`config.mk`:
```
export PLATFORM = sky130hd
export DESIGN_NAME = tcp_checksum_ipv4_stream
export DESIGN_NICKNAME = d
export VERILOG_FILES = /design/src/rtl/core/tcs_pkg.sv /design/src/rtl/core/tcs_front.sv /design/src/rtl/core/tcs_fifo.sv /design/src/rtl/core/tcs_back.sv /design/src/rtl/core/tcp_checksum_ipv4_stream.sv
export SDC_FILE = /design/constraint.sdc
export NUM_CORES = 1
export LEC_CHECK = 0
export ABC_AREA = 1
export BUFFER_PORTS_ARGS = -buffer_cell sky130_fd_sc_hd__buf_2
export CAP_MARGIN = 10
export CORE_AREA = 3 3 193 195
export DETAILED_ROUTE_END_ITERATION = 8
export DIE_AREA = 0 0 196 198
export GPL_TIMING_DRIVEN = 0
export HOLD_SLACK_MARGIN = 0.1
export SLEW_MARGIN = 20
export SYNTH_ARGS = -nofsm -noshare
export SYNTH_HDL_FRONTEND = slang
export SYNTH_SLANG_ARGS = --single-unit
```
`constraint.sdc`:
```
create_clock -name clk -period 10.2 [get_ports clk]
set_input_delay 0.51 -clock clk [delete_from_list [all_inputs] [get_ports clk]]
set_output_delay 0.51 -clock clk [all_outputs]
set_load 0.01 [all_outputs]
```
`src/rtl/core/tcs_pkg.sv`:
```
package tcs_pkg;

    localparam logic [15:0] ADDR_FIRST    = 16'd12;
    localparam logic [15:0] ADDR_LAST     = 16'd19;
    localparam logic [15:0] SEG_FIRST     = 16'd20;
    localparam logic [15:0] IDX_MAX       = 16'hFFFF;
    localparam logic [15:0] IDX_IHL       = 16'd0;
    localparam logic [15:0] IDX_LEN_HI    = 16'd2;
    localparam logic [15:0] IDX_LEN_LO    = 16'd3;
    localparam logic [3:0]  IHL_MIN       = 4'd5;
    localparam logic [14:0] CSUM_WORD_OFF = 15'd8;
    localparam logic [16:0] PROTO_TCP     = 17'd6;

    typedef struct packed {
        logic [15:0] word;
        logic [16:0] tail;
        logic        last;
        logic        bad;
        logic        err;
    } item_t;

endpackage

```
`src/rtl/core/tcs_front.sv`:
```
module tcs_front (
    input  logic          clk,
    input  logic          rst_n,
    input  logic          pkt_valid,
    input  logic [7:0]    pkt_byte,
    input  logic          frame_last,
    input  logic          full,
    output logic          push,
    output tcs_pkg::item_t item
);

    logic [15:0] idx_reg, idx_next;
    logic [3:0]  hw_reg, hw_next;
    logic [15:0] tot_reg, tot_next;
    logic [7:0]  hold_reg, hold_next;
    logic        open_reg, open_next;

    logic [15:0] hdr_cur;
    logic [15:0] hdr_eff;
    logic        seg_hit;
    logic        csum_pos;
    logic [7:0]  b_eff;
    logic [15:0] word;
    logic        len_ok;
    logic        short_frame;
    logic [15:0] seg_len;
    logic [16:0] pad;

    assign push = pkt_valid && !full;

    always_comb
    begin
        hw_next  = hw_reg;
        tot_next = tot_reg;
        if (idx_reg == tcs_pkg::IDX_IHL)
        begin
            hw_next = pkt_byte[3:0];
        end
        else if (idx_reg == tcs_pkg::IDX_LEN_HI)
        begin
            tot_next = {pkt_byte, tot_reg[7:0]};
        end
        else if (idx_reg == tcs_pkg::IDX_LEN_LO)
        begin
            tot_next = {tot_reg[15:8], pkt_byte};
        end
    end

    assign hdr_cur  = {10'd0, hw_reg, 2'b00};
    assign seg_hit  = (idx_reg >= tcs_pkg::SEG_FIRST) && (idx_reg >= hdr_cur)
                      && (idx_reg < tot_reg);
    assign csum_pos = idx_reg[15:1] == ({10'd0, hw_reg, 1'b0} + tcs_pkg::CSUM_WORD_OFF);
    assign b_eff    = csum_pos ? 8'd0 : pkt_byte;

    always_comb
    begin
        word      = 16'd0;
        hold_next = hold_reg;
        open_next = open_reg;
        if ((idx_reg >= tcs_pkg::ADDR_FIRST) && (idx_reg <= tcs_pkg::ADDR_LAST))
        begin
            word = idx_reg[0] ? {8'd0, pkt_byte} : {pkt_byte, 8'd0};
        end
        else if (seg_hit)
        begin
            if (idx_reg[0])
            begin
                word      = {hold_reg, b_eff};
                open_next = 1'b0;
            end
            else
            begin
                hold_next = b_eff;
                open_next = 1'b1;
            end
        end
    end

    assign hdr_eff     = {10'd0, hw_next, 2'b00};
    assign len_ok      = (hw_next >= tcs_pkg::IHL_MIN) && (tot_next >= hdr_eff);
    assign short_frame = ({1'b0, idx_reg} + 17'd1) < {1'b0, tot_next};
    assign seg_len     = tot_next - hdr_eff;
    assign pad         = open_next ? {1'b0, hold_next, 8'd0} : 17'd0;

    always_comb
    begin
        item.word = word;
        item.last = frame_last;
        item.bad  = 1'b0;
        item.err  = 1'b0;
        item.tail = 17'd0;
        if (frame_last)
        begin
            if (len_ok)
            begin
                item.tail = {1'b0, seg_len} + pad + tcs_pkg::PROTO_TCP;
                item.err  = short_frame;
            end
            else
            begin
                item.bad = 1'b1;
                item.err = 1'b1;
            end
        end
    end

    always_ff @(posedge clk or negedge rst_n)
    begin
        if (!rst_n)
        begin
            idx_reg  <= 16'd0;
            hw_reg   <= 4'd0;
            tot_reg  <= 16'd0;
            hold_reg <= 8'd0;
            open_reg <= 1'b0;
        end
        else if (push)
        begin
            if (frame_last)
            begin
                idx_reg  <= 16'd0;
                hw_reg   <= 4'd0;
                tot_reg  <= 16'd0;
                hold_reg <= 8'd0;
                open_reg <= 1'b0;
            end
            else
            begin
                idx_reg  <= idx_next;
                hw_reg   <= hw_next;
                tot_reg  <= tot_next;
                hold_reg <= hold_next;
                open_reg <= open_next;
            end
        end
    end

    assign idx_next = (idx_reg == tcs_pkg::IDX_MAX) ? idx_reg : idx_reg + 16'd1;

endmodule

```
`src/rtl/core/tcs_fifo.sv`:
```
module tcs_fifo #(
    parameter int DEPTH = 4
) (
    input  logic           clk,
    input  logic           rst_n,
    input  logic           push,
    input  tcs_pkg::item_t wr_item,
    input  logic           pop,
    output logic           full,
    output logic           nonempty,
    output tcs_pkg::item_t rd_item
);

    localparam int PTR_W = (DEPTH > 1) ? $clog2(DEPTH) : 1;
    localparam int CNT_W = $clog2(DEPTH + 1);

    tcs_pkg::item_t mem [DEPTH];

    logic [PTR_W-1:0] wr_ptr_reg, rd_ptr_reg;
    logic [CNT_W-1:0] count_reg, count_next;

    assign full     = count_reg == CNT_W'(DEPTH);
    assign nonempty = count_reg != '0;
    assign rd_item  = mem[rd_ptr_reg];

    always_comb
    begin
        case ({push, pop})
            2'b10:   count_next = count_reg + CNT_W'(1);
            2'b01:   count_next = count_reg - CNT_W'(1);
            default: count_next = count_reg;
        endcase
    end

    always_ff @(posedge clk)
    begin
        if (push)
        begin
            mem[wr_ptr_reg] <= wr_item;
        end
    end

    always_ff @(posedge clk or negedge rst_n)
    begin
        if (!rst_n)
        begin
            wr_ptr_reg <= '0;
            rd_ptr_reg <= '0;
            count_reg  <= '0;
        end
        else
        begin
            count_reg <= count_next;
            if (push)
            begin
                wr_ptr_reg <= (wr_ptr_reg == PTR_W'(DEPTH - 1)) ? '0
                                                                 : wr_ptr_reg + PTR_W'(1);
            end
            if (pop)
            begin
                rd_ptr_reg <= (rd_ptr_reg == PTR_W'(DEPTH - 1)) ? '0
                                                                 : rd_ptr_reg + PTR_W'(1);
            end
        end
    end

`ifndef SYNTH
    a_no_overflow: assert property (@(posedge clk) disable iff (!rst_n)
        push |-> !full)
        else $error("queue written while full");

    a_no_underflow: assert property (@(posedge clk) disable iff (!rst_n)
        pop |-> nonempty)
        else $error("queue read while empty");
`endif

endmodule

```
`src/rtl/core/tcs_back.sv`:
```
module tcs_back (
    input  logic           clk,
    input  logic           rst_n,
    input  logic           nonempty,
    input  tcs_pkg::item_t item,
    output logic           pop,
    output logic           res_valid,
    input  logic           res_stall,
    output logic [15:0]    tcp_checksum,
    output logic           length_error
);

    logic [31:0] sum_reg;
    logic [31:0] sum_next;
    logic        fin_valid_reg;
    logic [31:0] fin_sum_reg;
    logic        fin_bad_reg;
    logic        fin_err_reg;
    logic        out_valid_reg;
    logic [15:0] csum_reg;
    logic        err_reg;
    logic        out_free;
    logic        fin_free;
    logic        fin_move;
    logic [16:0] fold1;
    logic [16:0] fold2;

    assign out_free = !out_valid_reg || !res_stall;
    assign fin_move = fin_valid_reg && out_free;
    assign fin_free = !fin_valid_reg || out_free;
    assign pop      = nonempty && (!item.last || fin_free);
    assign sum_next = sum_reg + 32'(item.word) + 32'(item.tail);

    assign fold1 = {1'b0, fin_sum_reg[31:16]} + {1'b0, fin_sum_reg[15:0]};
    assign fold2 = fold1 + 17'(fold1[16]);

    always_ff @(posedge clk or negedge rst_n)
    begin
        if (!rst_n)
        begin
            sum_reg       <= 32'd0;
            fin_valid_reg <= 1'b0;
            out_valid_reg <= 1'b0;
        end
        else
        begin
            if (pop)
            begin
                sum_reg <= item.last ? 32'd0 : sum_next;
            end
            if (pop && item.last)
            begin
                fin_valid_reg <= 1'b1;
            end
            else if (fin_move)
            begin
                fin_valid_reg <= 1'b0;
            end
            if (fin_move)
            begin
                out_valid_reg <= 1'b1;
            end
            else if (!res_stall)
            begin
                out_valid_reg <= 1'b0;
            end
        end
    end

    always_ff @(posedge clk)
    begin
        if (pop && item.last)
        begin
            fin_sum_reg <= sum_next;
            fin_bad_reg <= item.bad;
            fin_err_reg <= item.err;
        end
        if (fin_move)
        begin
            csum_reg <= fin_bad_reg ? 16'd0 : ~fold2[15:0];
            err_reg  <= fin_err_reg;
        end
    end

    assign res_valid    = out_valid_reg;
    assign tcp_checksum = csum_reg;
    assign length_error = err_reg;

`ifndef SYNTH
    a_sum_cleared: assert property (@(posedge clk) disable iff (!rst_n)
        (pop && item.last) |=> sum_reg == 32'd0)
        else $error("running sum not cleared after frame end");

    a_fin_held: assert property (@(posedge clk) disable iff (!rst_n)
        (fin_valid_reg && !out_free) |=> fin_valid_reg)
        else $error("finished sum dropped while output stalled");

    a_bad_zero: assert property (@(posedge clk) disable iff (!rst_n)
        (fin_move && fin_bad_reg) |=> (tcp_checksum == 16'd0) && length_error)
        else $error("invalid lengths not reported as zero with error");
`endif

endmodule

```
`src/rtl/core/tcp_checksum_ipv4_stream.sv`:
```
// TCP checksum of an IPv4 packet streamed in one byte per request.
// Input channel: pkt_valid / pkt_stall carry pkt_byte and frame_last;
// frame_last marks the final byte of a frame.
// Output channel: res_valid / res_stall carry tcp_checksum and length_error;
// one result request per frame, issued for the frame_last byte.
// Throughput: one byte per cycle while pkt_stall is low. The front end tracks the byte
// position and builds one 16-bit word per byte, the back end adds it into a
// 32-bit accumulator, a third register folds and inverts the final sum.
// The final sum is held in a finish register, then folded into the output register.
// A queue of FIFO_DEPTH entries sits between front and back end; while
// res_stall is high the back end holds up to two finished frames, bytes
// keep flowing until a third frame end reaches the head of the queue,
// after which the queue fills and pkt_stall rises.
// Reset (rst_n low, asynchronous) drops any partial frame and any pending
// result; the first byte after reset is byte 0 of a new frame.
module tcp_checksum_ipv4_stream #(
    parameter int FIFO_DEPTH = 4
) (
    input  logic        clk,
    input  logic        rst_n,
    input  logic        pkt_valid,
    output logic        pkt_stall,
    input  logic [7:0]  pkt_byte,
    input  logic        frame_last,
    output logic        res_valid,
    input  logic        res_stall,
    output logic [15:0] tcp_checksum,
    output logic        length_error
);

    tcs_pkg::item_t wr_item;
    tcs_pkg::item_t rd_item;
    logic           push;
    logic           pop;
    logic           full;
    logic           nonempty;

    assign pkt_stall = full;

    tcs_front u_front (
        .clk        (clk),
        .rst_n      (rst_n),
        .pkt_valid  (pkt_valid),
        .pkt_byte   (pkt_byte),
        .frame_last (frame_last),
        .full       (full),
        .push       (push),
        .item       (wr_item)
    );

    tcs_fifo #(
        .DEPTH (FIFO_DEPTH)
    ) u_fifo (
        .clk      (clk),
        .rst_n    (rst_n),
        .push     (push),
        .wr_item  (wr_item),
        .pop      (pop),
        .full     (full),
        .nonempty (nonempty),
        .rd_item  (rd_item)
    );

    tcs_back u_back (
        .clk          (clk),
        .rst_n        (rst_n),
        .nonempty     (nonempty),
        .item         (rd_item),
        .pop          (pop),
        .res_valid    (res_valid),
        .res_stall    (res_stall),
        .tcp_checksum (tcp_checksum),
        .length_error (length_error)
    );

endmodule
```
# Yosys cells after proc, flatten, opt, wreduce, memory -nomap -nowiden
# Memory sizes are Yosys's and may differ from the RTL's.
# Cells that the tools add are included.
op_classes:
  n_addsub: 14
  mul: 0
  div_mod_pow: 0
  n_lt_le_gt_ge: 8
  n_eq_ne: 11
  n_shift: 0
  n_mux: 37
  bitwise: 1
  n_reduce_logical: 21
ops:
  columns: ["op", "count"]
  rows:
  - ["16-bit 2-to-1 mux", 10]
  - ["8-bit 2-to-1 mux", 6]
  - ["17-bit 2-to-1 mux", 2]
  - ["32-bit by 16-bit adder with 32-bit output", 1]
  - ["32-bit by 17-bit adder with 32-bit output", 1]
  - ["16-bit by 2-bit == test with 1-bit output, second input constant", 2]
  - ["16-bit by 6-bit greater-or-equal comparator with 1-bit output", 2]
  - ["32-bit 2-to-1 mux", 1]
  - ["16-bit by 1-bit adder with 17-bit output, second input constant", 1]
  - ["16-bit by 16-bit adder with 17-bit output", 1]
  - ["16-bit by 17-bit adder with 17-bit output", 1]
  - ["17-bit by 3-bit adder with 17-bit output, second input constant", 1]
  - ["17-bit by 16-bit less-than comparator with 1-bit output", 1]
  - ["16-bit by 1-bit adder with 16-bit output", 1]
  - ["16-bit by 1-bit adder with 16-bit output, second input constant", 1]
  - ["16-bit == test, second input constant", 1]
  - ["16-bit by 4-bit greater-or-equal comparator with 1-bit output, second input constant", 1]
  - ["16-bit by 5-bit greater-or-equal comparator with 1-bit output, second input constant", 1]
  - ["16-bit by 5-bit <= comparator with 1-bit output, second input constant", 1]
  - ["16-bit logical NOT", 1]
  - ["16-bit less-than comparator", 1]
  - ["16-bit inverter", 1]
  - ["16-bit by 6-bit subtractor with 16-bit output", 1]
  - ["15-bit == test", 1]
  - ["20 further kinds", 51]
word_totals:
  regBits: 137
  latch_bits: 0
  ramBits: 144
  rom_bits: 0
  output_inout_bits: 19
  word_cells: 109
  memories: 1
memory_table:
  columns: ["memory", "words", "width", "rd", "rd_ports_with_merged_regs", "write_ports", "line_no", "source"]
  rows:
  - ["u_fifo.mem", 4, 36, 1, 0, 1, "tcs_fifo.sv:17", "tcs_pkg::item_t mem [DEPTH];"]

# Longest topological paths before layout
# Gate-level depths: netlist (run 1).
depth:
  ltp_word: 11
  depth_mapped: 28
  ltp_nobuf: 26

# Cells and area by module
# Synthesis (run 1) repeated with hierarchy kept, for this count alone.
unflattened:
  cells_unflattened: 2018
  area_unflattened_um2: 17110.2
by_module_without_submodules:
  columns: ["mod", "n_inst", "cells_each", "area_per_inst_um2", "seq_area_each_um2"]
  rows:
  - ["tcs_fifo", 1, 545, 6239.7, 4499.3]
  - ["tcs_back", 1, 730, 5965.7, 2382.3]
  - ["tcs_front", 1, 743, 4904.7, 1126.1]

# Worst setup path after synthesis (run 1)
# Ideal clock, no wire load.
synth_path:
  path_type: "register to register"
  from: "register u_front.idx_reg[0]"
  to: "memory u_fifo.mem[0][19] (netlist bit), data pin"
  setup_time_ns: 0.279
  arrival_ns: 4.421
  required_time_ns: 9.921
  path_slack_ns: 5.500
  stages_incl_launch_ff: 27
  path_buffers: 3
  synth_period_minus_slack_ns: 4.700
  path_cell_list: "dfrtp_1 -> inv_1 -> clkbuf_1 -> clkbuf_1 -> ha_1 -> nand2_2 -> nor2_8 -> nor2_2 -> nand2_2 -> buf_6 -> nand2_1 -> o21ai_0 -> inv_1 -> ha_1 -> nand3_1 -> nand2_1 -> inv_1 -> nand4_1 -> nor3_1 -> xor2_1 -> ha_1 -> nand2_1 -> inv_1 -> a21oi_1 -> nor3_1 -> a2111oi_0 -> a21oi_2"
synth_rtl:
  columns: ["item", "line_no", "source"]
  rows:
  - ["start: declaration", "tcs_front.sv:12", "logic [15:0] idx_reg, idx_next;"]
  - ["start signal: assignment", "tcs_front.sv:129", "idx_reg <= idx_next;"]
  - ["end: declaration", "tcs_fifo.sv:17", null]

==> impl_metrics.yaml, run 1 <==
global_route:
  grtUsageTotal: 0.213
  grt_start_max_net_pins: 55
  antenna_found_initial: 0
  grt_pass1_vias: 12000
  grt_first_pass_wirelength_um: 65700
  grt-ovfl-total: 0
floorplanning:
  die_area_mm2: 0.0388
  boundaryPins: 32
  initial_utilization: 0.447
  fp.dieW_um: 196
  rows: 69
  die_h_um: 198
  core-area_mm2: 0.0356
synth:
  synth_most_common_cell: "nand2_1"
  synth.net_count: 1782
  synth_cell_types: 57
  synthArstFlopShare: 0.306
  synth_top_area_cell: "edfxtp_1"
  syn_area_per_cell_um2: 9.59
  synth_common_cells: "nand2_1 (239), edfxtp_1 (195), nor2_1 (176)"
  yosys_warnings: 0
  ys_seq_area_frac: 0.503
  synth_edf_count: 195
  mappedNetlistArea_mm2: 0.0159
  synth_top_area_frac: 0.368
  netlist_instances: 1659
  ys_ff_latch: 281
  synth_ff_type: "edfxtp_1"
  synth_area_leaders: "edfxtp_1 (37%), dfrtp_1 (14%), ha_1 (7.2%)"
sta:
  clock.fmax_mhz: 160
  setup_violations: 0
  setup_tns_ns: 0
  rsz0062_at_grt: "false"
  worst_pin_slew_ns: 0.931
  skew_ns: 0.0283
  drv_slew: 0
  slew_headroom: 0.379
  period_share: 0.613
  hold_violations: 0
  period_minus_slack_ns: 6.25
placed_design:
  place_hpwl_um: 30200
  dpl_cell_area_mm2: 0.0168
  gp_congestion: 0.930
  io_buffers: 31
route:
  wl_per_cell_um: 18.3
  drc_errors: 0
  via_per_inst: 5.42
  vias: 12000
  drtAntennaViolNets: 0
  routed_wl_um: 40500
  dr.first_iter.drc_count: 785
  drtPass1Iterations: 5
clock_tree:
  clk_pin_slew_ns: 0.07
  cts_tree: "built"
  post_cts_buffers: 0
  clockRootBuffer: "clkbuf_16"
  clk_latency_ns: 0.58
  cts_resized: 0
  cts_made_buffers: 31
  hold_buffers: 1
  ctsHtreeMaxLevel: 1
  clockBufferDepth: 3
  cts_sinks: 281
critical_path:
  r2r_setup_slack_ns: 3.95
  worst_setup_path_end_kind: "flop"
  critical_path_class: "reg2reg"
  worstPathArrival_ns: 6.52
  cp_max_fo: 11
  startpoint_type: "flop"
  required_ns: 10.47
layout:
  largest_reg_flops: 144
  drive_above_1_share: 0.0981
  fin_area_mm2: 0.0178
  area_delta_synth_final_pct: 11.7
  nets: 1852
  nFillCells: 3300
flow_run:
  timing.max_cap.violations: 0
outcome:
  outcome: "completed"
hold_path:
  worst_hold_path_type: "in2reg"
-- metrics by stage --
| stage | hold WS (ns) | utilization | setup WS, ns | cells |
|---|---|---|---|---|
| floorplan | 0.214 | - | 5.50 | 1659 |
| global placement | 0.405 | 0.468 | 4.15 | 2151 |
| detailed placement | 0.410 | 0.472 | 4.11 | 2156 |
| CTS | 0.163 | 0.499 | 4.05 | 2214 |
| global route | 0.209 | 0.499 | 3.53 | 2214 |
| finish | 0.183 | 0.499 | 3.95 | 2215 |
-- final cells by class --
cell class,instances,area [um^2],share of cell area
flip-flops and latches,281,8010,0.451
multi-input cells,1150,7050,0.397
clock buffers,35,791,0.0445
inverters,182,692,0.0390
well taps,461,577,0.0325
repair buffers,37,279,0.0157
plain buffers,46,189,0.0106
clock inverters,22,174,0.00979
diodes,1,2.50,0.000141
-- cell families (layout without fill, tap and decap cells) --
logic type	Yosys count	after routing	synth area share
adders and majority gates	110	110	0.0955
AOI/OAI and AO/OA	373	373	0.139
xor gates and xnor gates	66	66	0.0363
buffers and inverters	228	322	0.0554
DFF	281	281	0.503
other	0	1	0
and+or+nand+nor	601	601	0.170
-- layout by cell type, fill, tap and decap left out, types with 10 or more instances in the layout --
cell type / netlist / layout
dfrtp_1: 86 / 86
xor2_1: 53 / 53
a22o_1: 20 / 20
ha_1: 91 / 91
edfxtp_1: 195 / 195
nor2_2: 16 / 17
o22ai_1: 67 / 67
or2_2: 12 / 12
fa_1: 19 / 19
a21oi_1: 83 / 83
nand3_1: 69 / 69
xnor2_1: 13 / 13
o31ai_1: 10 / 10
nand4_1: 20 / 20
clkbuf_16: 0 / 31
nand2_2: 13 / 13
nor2_1: 176 / 171
clkbuf_1: 42 / 46
o21ai_0: 140 / 140
inv_1: 173 / 172
buf_2: 1 / 31
nand2_1: 239 / 239
nor3_1: 23 / 23
-- metal layers --
layer | up-vias | global-route usage | part of all wire
li1 | 5920 | - | -
met3 | 51 | 0.0235 | 0.053
met4 | 0 | 0.0499 | 0.017
met1 | 5737 | 0.295 | 0.45
met5 | - | 0 | 0
met2 | 307 | 0.363 | 0.48
-- path summary, 6_finish.rpt --
path | startpoint | end | depth (start not counted)
setup / recovery | u_front.idx_reg[0] | u_fifo.mem[2][19] | 26
hold / removal | res_stall | u_back.res_valid | 3
setup reg to reg | u_front.idx_reg[0] | u_fifo.mem[2][19] | 26
hold reg to reg | u_back.fin_err_reg | u_back.length_error | 0
max in group asynchronous | rst_n | u_back.sum_reg[31] | 3
min in group asynchronous | rst_n | u_front.idx_reg[15] | 2
-- critical path: stages (launching register included) --
cell,delay (ns)
dfrtp_1,0.51
inv_1,0.27
clkbuf_1,0.44
clkbuf_1,0.49
ha_1,0.29
nand2_2,0.11
nor2_8,0.18
nor2_2,0.07
nand2_2,0.13
buf_6,0.19
nand2_1,0.06
o21ai_0,0.18
inv_1,0.09
ha_1,0.39
nand3_1,0.14
nand2_1,0.06
inv_1,0.08
nand4_1,0.20
nor3_1,0.23
xor2_1,0.17
ha_1,0.31
nand2_1,0.13
inv_1,0.08
a21oi_1,0.20
nor3_1,0.07
a2111oi_0,0.62
a21oi_2,0.24
Power of run 1 is left out: the tool's default activity adds up to more than one toggle a clock period on the data nets, which glitch-free logic cannot reach.
==> run 2: changes to the inputs <==
==> constraint.sdc (replaced) <==
create_clock -name clk -period 5.8 [get_ports clk]
set_input_delay 0.29 -clock clk [delete_from_list [all_inputs] [get_ports clk]]
set_output_delay 0.29 -clock clk [all_outputs]
set_load 0.01 [all_outputs]
==> impl_metrics.yaml, run 2 (synthesis gave the netlist of run 1 again) <==
hold_path:
  hold_start: "pkt_valid"
  worst_hold_path_type: "in2reg"
global_route:
  grt-ovfl-total: 0
  antenna_found_initial: 0
  grtUsageTotal: 0.213
  grt_start_max_net_pins: 55
  grt_first_pass_wirelength_um: 65700
  grt_pass1_vias: 12000
route:
  via_per_inst: 5.42
  drtPass1Iterations: 5
  dr.first_iter.drc_count: 842
  drtAntennaViolNets: 0
  routed_wl_um: 40600
  vias: 12000
  drc_errors: 0
  wl_per_cell_um: 18.3
clock_tree:
  cts_tree: "built"
  clk_pin_slew_ns: 0.07
  clk_latency_ns: 0.58
  cts_sinks: 281
  clockBufferDepth: 3
  clockRootBuffer: "clkbuf_16"
  cts_made_buffers: 31
  ctsHtreeMaxLevel: 1
floorplanning:
  core-area_mm2: 0.0356
  rows: 69
  fp.dieW_um: 196
  initial_utilization: 0.447
  boundaryPins: 32
  die_h_um: 198
  die_area_mm2: 0.0388
sta:
  period_minus_slack_ns: 5.36
  period_share: 0.924
  rsz0062_at_grt: "false"
  clock.fmax_mhz: 187
  setup_violations: 0
  slew_headroom: 0.372
  skew_ns: 0.0311
  drv_slew: 0
  hold_violations: 0
  worst_pin_slew_ns: 0.942
critical_path:
  crit_path_max_incr_delay_ns: 0.50
  crit_start: "u_front.idx_reg[0]"
  slowest_stage: "dfrtp_2"
  worst_setup_path_end_kind: "flop"
  critical_path_class: "reg2reg"
  startpoint_type: "flop"
  crit_chain: "clkinvlp_4 -> clkbuf_2 -> ha_1 -> nand2_2 -> nor2_8 -> nor2_2 -> nand2_2 -> buf_6 -> o21ai_1 -> inv_1 -> ha_1 -> nand3_1 -> nand2_1 -> inv_1 -> nand4_1 -> nor3_1 -> xor2_1 -> ha_1 -> nand2_1 -> inv_1 -> a21oi_1 -> nor3_1 -> a2111oi_1 -> a21oi_2"
  cp_max_fo: 11
  required_ns: 6.08
  r2r_start: "u_front.idx_reg[0]"
  worstPathArrival_ns: 5.63
placed_design:
  io_buffers: 31
  gp_congestion: 0.930
  place_hpwl_um: 30200
  placed_cells: 2156
layout:
  layout_common_cells: "nand2_1 (239), edfxtp_1 (195), inv_1 (171)"
  layout_commonest_cell: "nand2_1"
  n_antenna_cell: 0
  largest_reg_flops: 144
  area_delta_synth_final_pct: 12.1
  fin_cells: 2220
  drive_above_1_share: 0.103
  nets: 1858
flow_run:
  timing.max_cap.violations: 0
outcome:
  outcome: "completed"
run 2: cell type report:
type	count	area, um^2
sequential	281	8010
fill	3295	17700
inverter	182	696
multi-input combinational	1150	7050
timing repair buffer	44	337
buffer	45	186
tap	461	577
clock buffer	35	791
clock inverter	22	174
run 2: final timing paths:
kind	to	slack, ns	cells past startpoint
setup / recovery	u_fifo.mem[2][19]	0.44	24
hold / removal	u_fifo.wr_ptr_reg[1]	0.13	5
setup reg to reg	u_fifo.mem[2][19]	0.44	24
hold reg to reg	u_back.length_error	0.42	0
max in group asynchronous	u_back.sum_reg[4]	4.96	3
min in group asynchronous	u_front.idx_reg[15]	0.18	2
run 2: per-layer routing:
metal / track usage / wire (um)
met1: 0.295 / 18500
met2: 0.362 / 19300
met3: 0.0235 / 2160
met4: 0.0499 / 668
met5: 0 / 0
run 2: metrics by stage:
stage / instance area [um^2] / TNS [ns] / hold slack [ns] / setup slack, ns / utilization
6_report: 17800 / 0 / 0.130 / 0.443 / 0.501
5_1_grt: 17800 / 0 / 0.179 / 0.0601 / 0.501
4_1_cts: 17800 / 0 / 0.118 / 0.168 / 0.500
3_5_place_dp: 16800 / -2.54 / 0.212 / -0.292 / 0.472
3_3_place_gp: 16600 / -1.76 / 0.405 / -0.254 / 0.468
2_1_floorplan: 15900 / 0 / -0.00559 / 1.10 / -
run 2: what timing repair did:
item                       4_1_cts  5_1_grt
hold endpoints to repair        92        0
resized for setup                3        5
hold buffers                     3        0
setup buffers                    0        5
setup endpoints to repair       16       23
run 2: worst max-delay path: cells and delay by family, from the launching register on:
| family | cells | cell delay [ns] |
|---|---|---|
| AND/OR/NAND/NOR | 10 | 1.29 |
| AO/OA/AOI/OAI | 4 | 1.14 |
| adder cells (fa/ha/maj) | 3 | 0.98 |
| buffers and inverters | 6 | 0.95 |
| flip-flops | 1 | 0.50 |
| XOR/XNOR | 1 | 0.17 |
Power of run 2 is left out for the same reason.
==> run 3: changes to the inputs <==
--- a/config.mk
+++ b/config.mk
@@ -8,11 +8,12 @@
 export ABC_AREA = 1
 export BUFFER_PORTS_ARGS = -buffer_cell sky130_fd_sc_hd__buf_2
 export CAP_MARGIN = 10
-export CORE_AREA = 3 3 193 195
+export CORE_AREA = 3 3 247 152
 export DETAILED_ROUTE_END_ITERATION = 8
-export DIE_AREA = 0 0 196 198
+export DIE_AREA = 0 0 250 155
 export GPL_TIMING_DRIVEN = 0
 export HOLD_SLACK_MARGIN = 0.1
+export REMOVE_ABC_BUFFERS = 1
 export SLEW_MARGIN = 20
 export SYNTH_ARGS = -nofsm -noshare
 export SYNTH_HDL_FRONTEND = slang
==> impl_metrics.yaml, run 3 (synthesis gave the netlist of run 1 again) <==
global_route:
  antenna_found_initial: 0
  grtUsageTotal: 0.213
  grt-ovfl-total: 0
  grt_pass1_vias: 11400
  grt_start_max_net_pins: 76
  grt_first_pass_wirelength_um: 65300
critical_path:
  worstPathArrival_ns: 5.86
  required_ns: 6.07
  cp_max_fo: 75
  critical_path_class: "reg2reg"
  startpoint_type: "flop"
  worst_setup_path_end_kind: "flop"
layout:
  layout_commonest_cell: "nand2_1"
  drive_above_1_share: 0.105
  fin_area_mm2: 0.0176
  layout_common_cells: "nand2_1 (239), edfxtp_1 (195), inv_1 (169)"
  largest_reg_flops: 144
  nets: 1810
  nFillCells: 3145
  area_delta_synth_final_pct: 10.9
hold_path:
  worst_hold_path_type: "in2reg"
clock_tree:
  ctsHtreeMaxLevel: 1
  clockRootBuffer: "clkbuf_16"
  clockBufferDepth: 3
  clk_pin_slew_ns: 0.06
  cts_made_buffers: 28
  cts_sinks: 281
  clk_latency_ns: 0.57
  cts_tree: "built"
placed_design:
  gp_congestion: 0.911
  place_hpwl_um: 29700
  io_buffers: 31
  dpl_cell_area_mm2: 0.0166
sta:
  skew_ns: 0.00951
  clock.fmax_mhz: 179
  period_minus_slack_ns: 5.59
  slew_headroom: 0.272
  setup_violations: 0
  rsz0062_at_grt: "false"
  hold_violations: 0
  holdWs_ns: 0.132
  drv_slew: 0
  worst_pin_slew_ns: 1.09
  period_share: 0.963
route:
  via_per_inst: 5.55
  drc_errors: 0
  wl_per_cell_um: 18.8
  routed_wl_um: 40800
  drtAntennaViolNets: 0
  vias: 12100
  drtPass1Iterations: 5
  dr.first_iter.drc_count: 1308
floorplanning:
  core-area_mm2: 0.0351
  fp.dieW_um: 250
  initial_utilization: 0.453
  boundaryPins: 32
  die_area_mm2: 0.0388
  rows: 53
  die_h_um: 155
outcome:
  outcome: "completed"
flow_run:
  timing.max_cap.violations: 0
[run 3: changes by cell type in the layout (fill, tap and decap cells not counted), moves of 2 or more]
cell and delta:
nor2_1 -2, clkbuf_8 +3, clkinv_1 -4, clkbuf_16 -3, inv_1 -2, clkbuf_1 -36, buf_4 -3, dfrtp_1 -2
clkinv_4 -4, clkinv_2 -4
[run 3: path summary, 6_finish.rpt]
kind	startpoint	endpoint	slack (ns)	depth (start not counted)
worst max-delay path	u_fifo.rd_ptr_reg[0]	u_back.fin_sum_reg[17]	0.21	14
worst min-delay path	pkt_valid	u_fifo.wr_ptr_reg[0]	0.13	4
worst max register to register	u_fifo.rd_ptr_reg[0]	u_back.fin_sum_reg[17]	0.21	14
worst min register to register	u_back.fin_err_reg	u_back.length_error	0.43	0
max in group asynchronous	rst_n	u_back.sum_reg[2]	4.98	3
min in group asynchronous	rst_n	u_front.idx_reg[14]	0.18	2
[run 3: through the flow]
step	util	instances	setup WS [ns]	TNS [ns]
2_1_floorplan	-	1613	0.618	0
3_3_place_gp	0.469	2111	-1.50	-190.10
3_5_place_dp	0.475	2118	-0.162	-1.49
4_1_cts	0.503	2176	0.243	0
5_1_grt	0.503	2176	0.0103	0
6_report	0.503	2177	0.213	0
[run 3: final cells by class]
type	count	area, um^2	share of cell area
repair inverters	1	5.00	0.000284
multi-input cells	1150	7070	0.401
diodes	1	2.50	0.000142
repair buffers	43	337	0.0191
well taps	467	584	0.0331
clock inverters	13	158	0.00894
inverters	182	703	0.0399
clock buffers	39	772	0.0438
flip-flops and latches	281	8010	0.454
[run 3: worst max-delay path, stage by stage (launching register included)]
cell	delay (ns)
dfrtp_4	0.73
inv_6	0.52
o21ai_0	0.15
o22ai_1	0.25
fa_1	0.47
ha_1	0.26
fa_1	0.42
nand3_1	0.11
nand2_1	0.13
a21oi_1	0.22
o21ai_0	0.21
a21boi_0	0.71
o21ai_0	0.37
a21oi_1	0.26
xnor2_1	0.35
[run 3: per-layer routing]
metal | up-vias | wire length (um) | part of all wire | track usage
met5 | - | 0 | 0 | 0
met4 | 0 | 712 | 0.017 | 0.0376
met3 | 52 | 4060 | 0.099 | 0.0598
met2 | 418 | 15100 | 0.37 | 0.274
met1 | 5775 | 21000 | 0.51 | 0.348
li1 | 5845 | - | - | -
[run 3: what timing repair did]
action                                 4_1_cts  5_1_grt
setup endpoints to repair                   16       27
hold buffers                                 3        0
buffers inserted                             2        0
cloned                                       1        0
endpoints found under the hold margin       92        0
resized for setup                            1        6
Power of run 3 is left out for the same reason.
